--- src/rtl/assert_macros.svh ---
// Assertion macros shared by the tracker RTL.
// Depends on nothing; included by modules that check their own logic.
`ifndef ASSERT_MACROS_SVH
`define ASSERT_MACROS_SVH
// Implication checked on every rising clock edge outside reset.
`define CHK_IMPL(label, clk, rst_n, ante, cons, msg) \
	label: assert property (@(posedge clk) disable iff (!rst_n) (ante) |-> (cons)) \
		else $error(msg);
// Next-cycle implication outside reset.
`define CHK_NEXT(label, clk, rst_n, ante, cons, msg) \
	label: assert property (@(posedge clk) disable iff (!rst_n) (ante) |=> (cons)) \
		else $error(msg);
`endif

--- src/rtl/drt_pkg.sv ---
// Package for the dirty rectangle tracker: types, widths, controller states.
// Depends on nothing; imported by all tracker modules.
`timescale 1ns / 1ps
package drt_pkg;
	localparam int MaxRects = 16;
	localparam int IdxW = $clog2(MaxRects);
	localparam int CntW = $clog2(MaxRects + 1);
	localparam int CoordW = 13;
	localparam int InW = 16;
	localparam int RegIdxW = 1;
	localparam logic [RegIdxW-1:0] RegScreenWidth = 1'b0;
	localparam logic [RegIdxW-1:0] RegScreenHeight = 1'b1;

	// input word operations
	localparam logic OpAdd = 1'b0;
	localparam logic OpDrain = 1'b1;

	typedef struct packed {
		logic [CoordW-1:0] tall;
		logic [CoordW-1:0] wide;
		logic [CoordW-1:0] top;
		logic [CoordW-1:0] left;
	} rect_t;

	typedef enum logic [2:0] {
		ST_IDLE,
		ST_SCAN,
		ST_SHIFT,
		ST_EMIT,
		ST_EMPTY
	} drt_state_t;

	// Controller to datapath.
	typedef struct packed {
		logic add;        // store clamped word, or a full-screen entry if list full
		logic clr_ij;     // restart pair scan at (0,1)
		logic step_ij;    // advance pair scan
		logic merge;      // grow i, start shifting at j
		logic shift_step; // move one entry down
		logic emit_load;  // load output register with entry n
		logic emit_empty; // load output register with empty marker
		logic clr_n;      // zero emit index
	} drt_cmd_t;

	// Datapath to controller.
	typedef struct packed {
		logic overlap;   // pair (i,j) overlaps
		logic scan_done; // no further pair exists
		logic shift_done;
		logic emit_last; // entry n is the last one
		logic empty;     // list count is zero
		logic out_busy;  // output register holds a word not taken
	} drt_sts_t;
endpackage

--- src/rtl/drt_ctrl.sv ---
// Controller state machine for the tracker: add, merge scan, shift, emit, empty marker.
// Depends on drt_pkg and assert_macros.svh.
`timescale 1ns / 1ps
`include "assert_macros.svh"
module drt_ctrl (
	input  logic clk,
	input  logic arst_n,
	input  logic in_fire,
	input  logic in_op,
	input  drt_pkg::drt_sts_t sts,
	output drt_pkg::drt_cmd_t cmd,
	output logic in_ready
);
	import drt_pkg::*;

	drt_state_t state_q, state_d;

	// state register
	always_ff @(posedge clk or negedge arst_n) begin
		if (!arst_n) begin
			state_q <= ST_IDLE;
		end else begin
			state_q <= state_d;
		end
	end

	// next state
	always_comb begin
		state_d = state_q;
		case (state_q)
			ST_IDLE: begin
				if (in_fire && in_op == OpDrain) begin
					state_d = sts.empty ? ST_EMPTY : ST_SCAN;
				end
			end
			ST_SCAN: begin
				if (sts.scan_done) begin
					state_d = ST_EMIT;
				end else if (sts.overlap) begin
					state_d = ST_SHIFT;
				end
			end
			ST_SHIFT: begin
				if (sts.shift_done) begin
					state_d = ST_SCAN;
				end
			end
			ST_EMIT: begin
				if (!sts.out_busy && sts.emit_last) begin
					state_d = ST_IDLE;
				end
			end
			ST_EMPTY: begin
				if (!sts.out_busy) begin
					state_d = ST_IDLE;
				end
			end
			default: state_d = ST_IDLE;
		endcase
	end

	// outputs
	always_comb begin
		cmd = '0;
		in_ready = 1'b0;
		case (state_q)
			ST_IDLE: begin
				in_ready = 1'b1;
				cmd.add = in_fire && in_op == OpAdd;
				cmd.clr_ij = 1'b1;
				cmd.clr_n = 1'b1;
			end
			ST_SCAN: begin
				if (!sts.scan_done) begin
					cmd.merge = sts.overlap;
					cmd.step_ij = !sts.overlap;
				end
			end
			ST_SHIFT: begin
				cmd.shift_step = !sts.shift_done;
				cmd.clr_ij = sts.shift_done;
			end
			ST_EMIT: begin
				cmd.emit_load = !sts.out_busy;
			end
			ST_EMPTY: begin
				cmd.emit_empty = !sts.out_busy;
			end
			default: ;
		endcase
	end

	`CHK_IMPL(a_ready_idle, clk, arst_n, in_ready, state_q == ST_IDLE, "ready outside idle")
	`CHK_IMPL(a_one_load, clk, arst_n, cmd.emit_load, !cmd.merge && !cmd.add, "load overlaps work")
	`CHK_NEXT(a_drain_leaves, clk, arst_n, in_fire && in_op == OpDrain, state_q != ST_IDLE, "drain ignored")
endmodule

--- src/rtl/drt_datapath.sv ---
// Datapath for the tracker: clamp, rectangle store, pair scan, merge, output.
// Depends on drt_pkg and assert_macros.svh.
`timescale 1ns / 1ps
`include "assert_macros.svh"
module drt_datapath (
	input  logic clk,
	input  logic arst_n,
	input  drt_pkg::drt_cmd_t cmd,
	output drt_pkg::drt_sts_t sts,
	input  logic [drt_pkg::CoordW-1:0] scr_w,
	input  logic [drt_pkg::CoordW-1:0] scr_h,
	input  logic [drt_pkg::InW-1:0] in_left,
	input  logic [drt_pkg::InW-1:0] in_top,
	input  logic [drt_pkg::InW-1:0] in_wide,
	input  logic [drt_pkg::InW-1:0] in_tall,
	output drt_pkg::rect_t out_rect,
	output logic out_empty,
	output logic out_last,
	output logic out_valid,
	input  logic out_ready
);
	import drt_pkg::*;

	localparam int WW = InW + 3;

	rect_t store_q [MaxRects];
	logic [CntW-1:0] cnt_q;
	logic [IdxW-1:0] i_q, j_q, k_q, n_q;
	logic out_valid_q, out_empty_q, out_last_q;
	rect_t out_rect_q;

	// clamp one axis; widths are wide enough to never wrap
	function automatic logic [2*CoordW-1:0] clamp_axis(
		input logic [InW-1:0] p_in, input logic [InW-1:0] l_in,
		input logic [CoordW-1:0] lim);
		logic signed [WW-1:0] p, l, m;
		begin
			p = WW'(signed'(p_in));
			l = WW'(signed'(l_in));
			m = WW'(lim);
			if (p < 0) begin
				l = l + p;
				p = '0;
			end
			if (p + l > m) begin
				l = m - p;
			end
			if (l < 0) begin
				l = '0;
			end
			if (p > m) begin
				p = m;
			end
			clamp_axis = {l[CoordW-1:0], p[CoordW-1:0]};
		end
	endfunction

	logic [2*CoordW-1:0] cx, cy;
	assign cx = clamp_axis(in_left, in_wide, scr_w);
	assign cy = clamp_axis(in_top, in_tall, scr_h);

	// pair overlap and bounding box
	rect_t ra, rb, rm;
	logic [CoordW:0] ax2, bx2, ay2, by2, x2, y2;
	logic ovl;
	assign ra = store_q[i_q];
	assign rb = store_q[j_q];
	always_comb begin
		ax2 = {1'b0, ra.left} + {1'b0, ra.wide};
		bx2 = {1'b0, rb.left} + {1'b0, rb.wide};
		ay2 = {1'b0, ra.top} + {1'b0, ra.tall};
		by2 = {1'b0, rb.top} + {1'b0, rb.tall};
		ovl = !(ax2 <= {1'b0, rb.left} || bx2 <= {1'b0, ra.left} ||
			ay2 <= {1'b0, rb.top} || by2 <= {1'b0, ra.top});
		rm.left = (ra.left < rb.left) ? ra.left : rb.left;
		rm.top = (ra.top < rb.top) ? ra.top : rb.top;
		x2 = (ax2 > bx2) ? ax2 : bx2;
		y2 = (ay2 > by2) ? ay2 : by2;
		rm.wide = CoordW'(x2 - {1'b0, rm.left});
		rm.tall = CoordW'(y2 - {1'b0, rm.top});
	end

	// k_last: every entry above the removed one has moved down (count already reduced)
	logic j_last, i_last, k_last, n_last;
	assign j_last = ({1'b0, j_q} + 1'b1) >= cnt_q;
	assign i_last = ({1'b0, i_q} + 2'd2) >= cnt_q;
	assign k_last = {1'b0, k_q} >= cnt_q;
	assign n_last = ({1'b0, n_q} + 1'b1) >= cnt_q;

	assign sts.overlap = ovl;
	assign sts.scan_done = (cnt_q < CntW'(2)) || (j_last && i_last && !ovl);
	assign sts.shift_done = k_last;
	assign sts.emit_last = n_last;
	assign sts.empty = (cnt_q == '0);
	assign sts.out_busy = out_valid_q && !out_ready;

	// store writes: add, merge grow, shift down
	always_ff @(posedge clk) begin
		if (cmd.add) begin
			if (cnt_q >= CntW'(MaxRects)) begin
				store_q[0] <= '{tall: scr_h, wide: scr_w, top: '0, left: '0};
			end else begin
				store_q[cnt_q[IdxW-1:0]] <= '{tall: cy[2*CoordW-1:CoordW],
					wide: cx[2*CoordW-1:CoordW], top: cy[CoordW-1:0], left: cx[CoordW-1:0]};
			end
		end
		if (cmd.merge) begin
			store_q[i_q] <= rm;
		end
		if (cmd.shift_step) begin
			store_q[k_q] <= store_q[k_q + 1'b1];
		end
	end

	// count and indices
	always_ff @(posedge clk or negedge arst_n) begin
		if (!arst_n) begin
			cnt_q <= '0;
			i_q <= '0;
			j_q <= '0;
			k_q <= '0;
			n_q <= '0;
		end else begin
			if (cmd.add) begin
				cnt_q <= (cnt_q >= CntW'(MaxRects)) ? CntW'(1) : cnt_q + 1'b1;
			end
			if (cmd.clr_ij) begin
				i_q <= '0;
				j_q <= IdxW'(1);
			end else if (cmd.step_ij) begin
				if (j_last) begin
					i_q <= i_q + 1'b1;
					j_q <= i_q + IdxW'(2);
				end else begin
					j_q <= j_q + 1'b1;
				end
			end
			if (cmd.merge) begin
				k_q <= j_q;
				cnt_q <= cnt_q - 1'b1;
			end else if (cmd.shift_step) begin
				k_q <= k_q + 1'b1;
			end
			if (cmd.clr_n) begin
				n_q <= '0;
			end else if (cmd.emit_load) begin
				n_q <= n_q + 1'b1;
				if (n_last) begin
					cnt_q <= '0;
				end
			end
		end
	end

	// output register
	always_ff @(posedge clk or negedge arst_n) begin
		if (!arst_n) begin
			out_valid_q <= 1'b0;
		end else if (cmd.emit_load || cmd.emit_empty) begin
			out_valid_q <= 1'b1;
		end else if (out_ready) begin
			out_valid_q <= 1'b0;
		end
	end

	always_ff @(posedge clk) begin
		if (cmd.emit_load) begin
			out_rect_q <= store_q[n_q];
			out_empty_q <= 1'b0;
			out_last_q <= n_last;
		end else if (cmd.emit_empty) begin
			out_rect_q <= '0;
			out_empty_q <= 1'b1;
			out_last_q <= 1'b1;
		end
	end

	assign out_rect = out_rect_q;
	assign out_empty = out_empty_q;
	assign out_last = out_last_q;
	assign out_valid = out_valid_q;

	`CHK_IMPL(a_cnt_max, clk, arst_n, 1'b1, cnt_q <= CntW'(MaxRects), "count overflow")
	`CHK_IMPL(a_merge_pair, clk, arst_n, cmd.merge, i_q < j_q && {1'b0, j_q} < cnt_q, "bad pair")
	`CHK_IMPL(a_load_free, clk, arst_n, cmd.emit_load, !sts.out_busy, "output overwrite")
endmodule

--- src/rtl/dirty_rect_tracker_unit.sv ---
// Dirty rectangle tracker: an add word is stored in the list; a drain walks the list.
// Drain: it tries each pair, merges an overlapping pair and shifts the entries above it down,
// then loads the first result; result words follow one per cycle while m_tready is high.
// Throughput: one add word per cycle; input stalls until the last result word is loaded.
// Reset (arst_n, async low): list empty, screen 1024 x 768, no pending word.
`timescale 1ns / 1ps
module dirty_rect_tracker_unit (
	input  logic clk,
	input  logic arst_n,
	input  logic s_tvalid,
	output logic s_tready,
	// op
	input  logic s_tuser,
	// rect_left[15:0], rect_top[31:16], rect_wide[47:32], rect_tall[63:48]
	input  logic [63:0] s_tdata,
	output logic m_tvalid,
	input  logic m_tready,
	// out_left[12:0], out_top[25:13], out_wide[38:26], out_tall[51:39], 0
	output logic [55:0] m_tdata,
	// list_empty
	output logic m_tuser,
	output logic m_tlast,
	input  logic psel,
	input  logic penable,
	input  logic pwrite,
	input  logic [2:0] paddr,
	input  logic [31:0] pwdata,
	output logic [31:0] prdata,
	output logic pready
);
	import drt_pkg::*;

	logic [CoordW-1:0] scr_w_q, scr_h_q;
	drt_cmd_t cmd;
	drt_sts_t sts;
	rect_t orect;
	logic oempty, in_fire;
	logic [RegIdxW-1:0] ridx;

	assign pready = 1'b1;
	assign ridx = paddr[2];

	// configuration registers
	always_ff @(posedge clk or negedge arst_n) begin
		if (!arst_n) begin
			scr_w_q <= CoordW'(1024);
			scr_h_q <= CoordW'(768);
		end else if (psel && penable && pwrite && paddr[1:0] == 2'b00) begin
			case (ridx)
				RegScreenWidth: scr_w_q <= pwdata[CoordW-1:0];
				RegScreenHeight: scr_h_q <= pwdata[CoordW-1:0];
				default: ;
			endcase
		end
	end

	// register read
	always_comb begin
		case (ridx)
			RegScreenWidth: prdata = {19'd0, scr_w_q};
			RegScreenHeight: prdata = {19'd0, scr_h_q};
			default: prdata = '0;
		endcase
	end

	assign in_fire = s_tvalid && s_tready;

	drt_ctrl u_ctrl (
		.clk(clk), .arst_n(arst_n), .in_fire(in_fire), .in_op(s_tuser),
		.sts(sts), .cmd(cmd), .in_ready(s_tready)
	);

	drt_datapath u_dp (
		.clk(clk), .arst_n(arst_n), .cmd(cmd), .sts(sts),
		.scr_w(scr_w_q), .scr_h(scr_h_q),
		.in_left(s_tdata[15:0]), .in_top(s_tdata[31:16]),
		.in_wide(s_tdata[47:32]), .in_tall(s_tdata[63:48]),
		.out_rect(orect), .out_empty(oempty), .out_last(m_tlast),
		.out_valid(m_tvalid), .out_ready(m_tready)
	);

	assign m_tdata = {4'd0, orect.tall, orect.wide, orect.top, orect.left};
	assign m_tuser = oempty;
endmodule
--- config.mk ---
export PLATFORM = sky130hd
export DESIGN_NAME = dirty_rect_tracker_unit
export DESIGN_NICKNAME = d
export VERILOG_FILES = /design/src/rtl/drt_pkg.sv /design/src/rtl/drt_ctrl.sv /design/src/rtl/drt_datapath.sv /design/src/rtl/dirty_rect_tracker_unit.sv
export VERILOG_INCLUDE_DIRS = /design/src /design/src/rtl
export SDC_FILE = /design/constraint.sdc
export NUM_CORES = 2
export LEC_CHECK = 0
export BUFFER_PORTS_ARGS = -buffer_cell sky130_fd_sc_hd__clkbuf_2
export CORE_UTILIZATION = 65
export CTS_CLUSTER_DIAMETER = 60
export CTS_CLUSTER_SIZE = 14
export DETAILED_ROUTE_END_ITERATION = 8
export PLACE_DENSITY_LB_ADDON = 0.08
export SLEW_MARGIN = 25
export SYNTH_ARGS = -nofsm -noshare
export SYNTH_HDL_FRONTEND = slang
export SYNTH_SLANG_ARGS = --single-unit
--- constraint.sdc ---
create_clock -name clk -period 19.9 [get_ports clk]
set_input_delay 2.985 -clock clk [delete_from_list [all_inputs] [get_ports clk]]
set_output_delay 2.985 -clock clk [all_outputs]
set_load 0.03 [all_outputs]
Yosys cells after proc, flatten, opt, wreduce, memory -nomap -nowiden
Memories as Yosys holds them, arrays and structs flattened.
Cells that the tools add are included.

storage, ports and cells
  memories = 1
  bits of input ports = 107
  logic and storage cells = 178
  RAM bits = 832
  output and inout port bits = 93
  register bits after elaboration = 105

memory list
  memory        words  width  rd ports  clocked after memory_dff  write ports  RTL line            text
  u_dp.store_q  16     52     4         0                         1            drt_datapath.sv:26  rect_t store_q [MaxRects];

operators by class
  add/subtract/negate cells = 22
  bitwise operators = 2
  equality and inequality tests = 9
  reduce and logical (&&, ||, !) cells = 35
  mux-type cells = 72
  order comparisons = 22

operators by type and width
  operator                                                                number
  52-bit 2-to-1 mux                                                       5
  52-bit OR reduction                                                     3
  19-bit 2-to-1 mux                                                       6
  13-bit 2-to-1 mux                                                       8
  19-bit by 14-bit > comparator with 1-bit output                         4
  32-bit one-hot mux with 2 select lines                                  1
  13-bit by 13-bit adder with 14-bit output                               4
  14-bit by 13-bit <= comparator with 1-bit output                        4
  4-bit 2-to-1 mux                                                        13
  19-bit adder                                                            2
  19-bit by 1-bit < comparator with 1-bit output (second input constant)  2
  14-bit by 19-bit subtractor with 19-bit output                          2
  16-bit by 16-bit adder with 17-bit output                               2
  16-bit by 1-bit < comparator with 1-bit output (second input constant)  2
  5-bit 2-to-1 mux                                                        6
  14-bit > comparator                                                     2
  13-bit < comparator                                                     2
  13-bit subtractor                                                       2
  1-bit 2-to-1 mux                                                        22
  3-bit 2-to-1 mux                                                        7
  4-bit by 1-bit adder with 4-bit output (second input constant)          4
  5-bit greater-or-equal comparator                                       3
  3-bit one-hot mux with 5 select lines                                   1
  2-bit nonzero test                                                      6
  other kinds (25)                                                        49

Logic depth before layout (Yosys ltp)
An unclocked memory read counts as a cell.

  depth after elaboration = 15
  depth in mapped cells = 46
  mapped depth without buffers = 38

By module
From an unflattened synthesis, not the netlist that was laid out.

unflattened totals
  cells, all modules = 8131
  area total of the unflattened synthesis = 85812.3 um2

modules (own cells, without submodules)
  module                   seq. area each (um2)  area an instance (um2)  times used  cells each
  drt_datapath             27146.0               84119.4                 1           7997
  dirty_rect_tracker_unit  654.4                 1381.3                  1           100
  drt_ctrl                 75.1                  311.5                   1           34

Worst setup path before layout
Ideal clock, no wire load.

  path kind = register to register
  from = reg u_dp.j_q[0]
  to = mem u_dp.store_q[10][0] (netlist bit) (enable)
  required time = 19438 ps
  stages on the path, launching flop included = 36
  clock period less this slack = 9547 ps
  arrival = 9085 ps
  path slack = 10353 ps
  cell sequence = dfrtp_1 > buf_2 > buf_4 > buf_2 > buf_2 > buf_2 > buf_2 > buf_2 > mux2i_1 > a221oi_1 > o21ai_0 > nand2_1 > ha_1 > inv_1 > fa_1 > nor2b_1 > o21ai_0 > a21oi_1 > o2111ai_1 > a21boi_0 > o221a_2 > nor2_1 > xnor2_1 > ha_1 > nand3_1 > nor4_1 > a21oi_1 > o31ai_1 > o21ai_0 > nor3_1 > nor4_1 > nor2b_1 > clkbuf_1 > and3_1 > o21ai_0 > nor2_1

on the way
  cells in the longest elaborated chain, start to end = 15
  elaborated cells on any way between the ends = 25
  classes of those cells = add/sub: 3; order compare: 5; mux: 8; reduce/logical: 8; memory: 1

ends and longest elaborated chain
  what                                                                                       RTL line             text
  start: declaration                                                                         drt_datapath.sv:28   logic [IdxW-1:0] i_q, j_q, k_q, n_q;
  start signal: assignment                                                                   drt_datapath.sv:129  j_q <= IdxW'(1);
  start signal: assignment                                                                   drt_datapath.sv:133  j_q <= i_q + IdxW'(2);
  start signal: assignment                                                                   drt_datapath.sv:135  j_q <= j_q + 1'b1;
  memory read 16 x 52 bit                                                                    --
  13-bit by 13-bit adder with 14-bit output                                                  drt_datapath.sv:70   bx2 = {1'b0, rb.left} + {1'b0, rb.wide};
  14-bit by 13-bit <= comparator with 1-bit output                                           drt_datapath.sv:73   ovl = !(ax2 <= {1'b0, rb.left} || bx2 <= {1'b0, ra.left} ||
  1-bit logical OR (2 in a row)                                                              drt_datapath.sv:73
  1-bit logical OR                                                                           drt_datapath.sv:74   ay2 <= {1'b0, rb.top} || by2 <= {1'b0, ra.top});
  1-bit logical AND                                                                          drt_datapath.sv:91   assign sts.scan_done = (cnt_q < CntW'(2)) || (j_last && i_last && !ovl);
  1-bit logical OR                                                                           drt_datapath.sv:91
  2-bit 2-to-1 mux (*)                                                                       drt_ctrl.sv:74       if (!sts.scan_done) begin
  2-bit 2-to-1 mux (*)                                                                       drt_ctrl.sv:66       case (state_q)
  1-bit 2-to-1 mux (*)                                                                       drt_datapath.sv:107  if (cmd.merge) begin
  1-bit 2-to-1 mux (not written as such) (*)                                                 drt_datapath.sv:108  store_q[i_q] <= rm;
  52-bit OR reduction (no source line)                                                       --
  4-bit 2-to-1 mux (no source line) / 1-bit 2-to-1 mux (equally long branches) (2 in a row)  --
  end: declaration                                                                           drt_datapath.sv:26

Every way passes the cells marked *; elsewhere a longest branch is shown, timed or not.

Worst setup path in the final report
  from = reg u_dp.j_q[1]
  to = mem u_dp.store_q[12][42] (netlist bit) (data pin)

on the way
  cells in the longest elaborated chain, start to end = 15
  elaborated cells on any way between the ends = 28
  classes of those cells = add/sub: 4; order compare: 7; mux: 8; reduce/logical: 8; memory: 1

ends and longest elaborated chain
  what                                                 RTL line
  memory read 16 x 52 bit                              --
  13-bit by 13-bit adder with 14-bit output            drt_datapath.sv:70
  14-bit by 13-bit <= comparator with 1-bit output     drt_datapath.sv:73
  1-bit logical OR (2 in a row)                        drt_datapath.sv:73
  1-bit logical OR                                     drt_datapath.sv:74
  1-bit logical AND                                    drt_datapath.sv:91
  1-bit logical OR                                     drt_datapath.sv:91
  2-bit 2-to-1 mux                                     drt_ctrl.sv:74
  2-bit 2-to-1 mux                                     drt_ctrl.sv:66
  1-bit 2-to-1 mux                                     drt_datapath.sv:107
  1-bit 2-to-1 mux (not written as such)               drt_datapath.sv:108
  52-bit OR reduction (no source line)                 --
  52-bit 2-to-1 mux (no source line) (*) (2 in a row)  --

Marks and branches as above.

==> metrics <==
status=finished clean; synthesis-to-layout area growth=7.939%; Initial DRT Pass Iterations=8; Netlist cell types=roughly 80; Vias=51.76k; clock latency on the worst-skew pair=710 ps; vias in the first global route=49.49k; final setup TNS=0 ps; worst reg-to-reg setup slack=between 7000 and 8000 ps; Yosys warnings=0; Post-DRT Antenna Nets=0; final core utilization=71.17%; initial antenna violation count=8; IO Pins=200; Worst R2R Start=u_dp.j_q[1]; port bufs=156; count leader, synth=edfxtp_1; initial DRC count=7632; fin. max-slew vios=0; worst hold path depth=2; WL final=230.0 mm; Pleak=0.02280 uW; post-layout min period=approximately 12000 ps; Root Driver=clkbuf_16; critical path class=flop to flop; post-CTS setup buffer count=0; commonest cells in the netlist=885 x edfxtp_1, 765 x mux4_2, 360 x mux2i_1, 323 x ha_1, 308 x nand2_1; RSZ-0062 raised after global routing=no; CP Capture Type=flop; Hold Buf Count CTS=0; share of the synthesized area in the top cell type=38.72%; post-detail-place hpwl=145.2 mm; FFs w/ async S/R, synth=between 5 and 6%; Post-Syn Area per Cell=13.34 um^2; worst min-delay path startpoint=u_dp.out_empty; Reg-to-Reg End=u_dp.store_q[12][42]; DRC viols=0; Worst Hold Class=flop to flop; CTS tree=built; Clock Skew=44.40 ps; GRT Overall Usage=a little over two fifths; drt wl/cell=34.84 um; Final #Nets=5598; register area share after synthesis=around two fifths; largest net degree at the start of global routing=~120; Initial Util=65.94%; CP Data Arrival Time=12380 ps; Core Rows=118; Critical Path Slowest Stage Cell=a221oi_1; Slew @ Worst Pin=1157 ps; DIE WIDTH=about 330 um; Post-synth EDFFs=885; FF-to-FF path depth=28; max_cap viols=0; biggest area consumer among synthesized cells=edfxtp_1; layout cell share with drive strength beyond 1=between 20% and 30%; Final period util=60.60%; TritonCTS Buffers=94; CTS Sinks=approximately 940; setup violators final=0; Worst slew margin=20.67%; Die Ht=326.9 um; global-route wire length before repair=roughly 330 mm; Fin. Hold Viols=0; Reg clk slew, reported paths=70 ps; CP peak stage delay=1170 ps; Die ar.=106900 um^2; Vias/cell=about 8; CTS resizes=0; mapped cell area=68630 um^2; Worst setup SP type=flop; Worst Path Required=20220 ps; Yosys reg bits=937; gate count of the mapped netlist=5146; gr ovfl total=0; prevailing post-synth register cell=edfxtp_1; gpl congestion=0.9954; H-tree depth=3; Core ar.=104100 um^2; crit path max fanout=72; largest cells by area after synthesis=edfxtp_1 39%, mux4_2 25%, ha_1 5.9%; Peak VDD IR=77.26 uV; maximum clock frequency=0.08293 GHz; Clock Tree Buf Depth=3; Hold Path Sink=u_dp.out_empty; Power Density=59.98 nW/um^2
[layout by cell type, fill, tap and decap left out, types with 12 or more instances in the layout]
cell	instances
a211oi_1	33
a21boi_0	17
a21o_1	64
a21oi_1	243
a221oi_1	153
a22oi_1	88
and2_1	12
and3_1	15
buf_4	97
clkbuf_16	97
clkbuf_2	156
conb_1	24
dfrtp_1	35
dfrtp_4	12
edfxtp_1	885
fa_1	12
ha_1	322
inv_1	215
mux2_2	72
mux2i_1	358
mux4_2	765
nand2_1	307
nand2b_1	27
nand3_1	36
nand4_1	21
nor2_1	184
nor2_4	15
nor2b_1	116
nor3_1	39
o211ai_1	16
o21a_1	43
o21ai_0	280
o221ai_1	18
o22ai_1	26
o31ai_1	14
or3_1	12
xnor2_1	98
xor2_1	31
[worst max-delay path, delay by kind of cell, from the launching register on]
kind	cells	cell delay, ps
fa+ha+maj	2	630
xor+xnor	1	180
flops	1	910
compound gates	13	4250
simple gates	7	3290
buf+inv	5	2300
[power by group]
part / total (uW) / leakage [uW] / switching [uW] / internal, uW
sequential: 2170 / 0.00736 / 29.8 / 2140
combinational: 504 / 0.0140 / 319 / 186
clock: 1770 / 0.00145 / 817 / 955
total: 4440 / 0.0228 / 1170 / 3280
[cell families after synthesis]
family                   count (synthesis)  synth area share [%]
AO/OA/AOI/OAI                         1114                 10.71
adder cells (fa/ha/maj)                335                 6.238
multiplexers                          1197                 31.54
XOR/XNOR                               131                 1.672
AND/OR/NAND/NOR                        836                 5.686
flip-flops                             937                 40.62
other                                    2               0.01094
buffers and inverters                  594                 3.531
[how the worst max path moves through the flow]
stage                 from              endpoint  slack [ps]
4_1_cts        u_dp.j_q[0]   u_dp.store_q[4][45]        8460
2_1_floorplan  u_dp.j_q[0]   u_dp.store_q[10][0]       10350
3_3_place_gp   u_dp.j_q[0]   u_dp.store_q[1][44]        8640
5_1_grt        u_dp.i_q[0]  u_dp.store_q[12][50]        7680
6_report       u_dp.j_q[1]  u_dp.store_q[12][42]        7840
3_5_place_dp   u_dp.j_q[0]   u_dp.store_q[9][45]        8560
[state kept, by name (all words and copies together) (netlist names)]
signal	count
scr_w_q	13
u_dp.i_q	4
u_dp.n_q	4
u_dp.out_empty	1
u_dp.j_q	4
u_dp.k_q	4
u_dp.out_rect	52
u_ctrl.state_q	3
u_dp.store_q	832
scr_h_q	13
u_dp.out_last	1
u_dp.out_valid	1
u_dp.cnt_q	5
[metrics by stage]
stage / hold WS (ps) / std cells / worst slack (ps) / total power, uW / instance area (um^2)
floorplan: 500.2 / 5168 / 10350 / 2526 / 68710
global placement: 514.8 / 6430 / 8636 / 2683 / 70730
detailed placement: 524.1 / 6437 / 8558 / 2694 / 70910
CTS: 532.3 / 6593 / 8458 / 4429 / 73910
global route: 594.7 / 6597 / 7682 / 4552 / 74070
finish: 540.1 / 6602 / 7841 / 4443 / 74080
[layer usage]
layer  part of all wire (%)  track usage (%)  routed length [um]  up-vias
met5                  0.023                0                  52        -
met4                    7.2            26.24               16450        8
met3                     14            13.87               32750      932
met2                     45            64.43              103500     4274
met1                     34            54.83               77230    25564
li1                       -                -                   -    20983
[layout make-up]
type | instances | area (um^2)
diodes | 6 | 15.01
well taps | 1380 | 1727
repair buffers | 270 | 1818
fillers | 6940 | 30010
multi-input cells | 3637 | 38790
clock inverters | 48 | 529.3
clock buffers | 108 | 2469
flip-flops and latches | 937 | 27920
inverters | 216 | 812.0
Note: power is estimated with default switching activity, not from simulation.
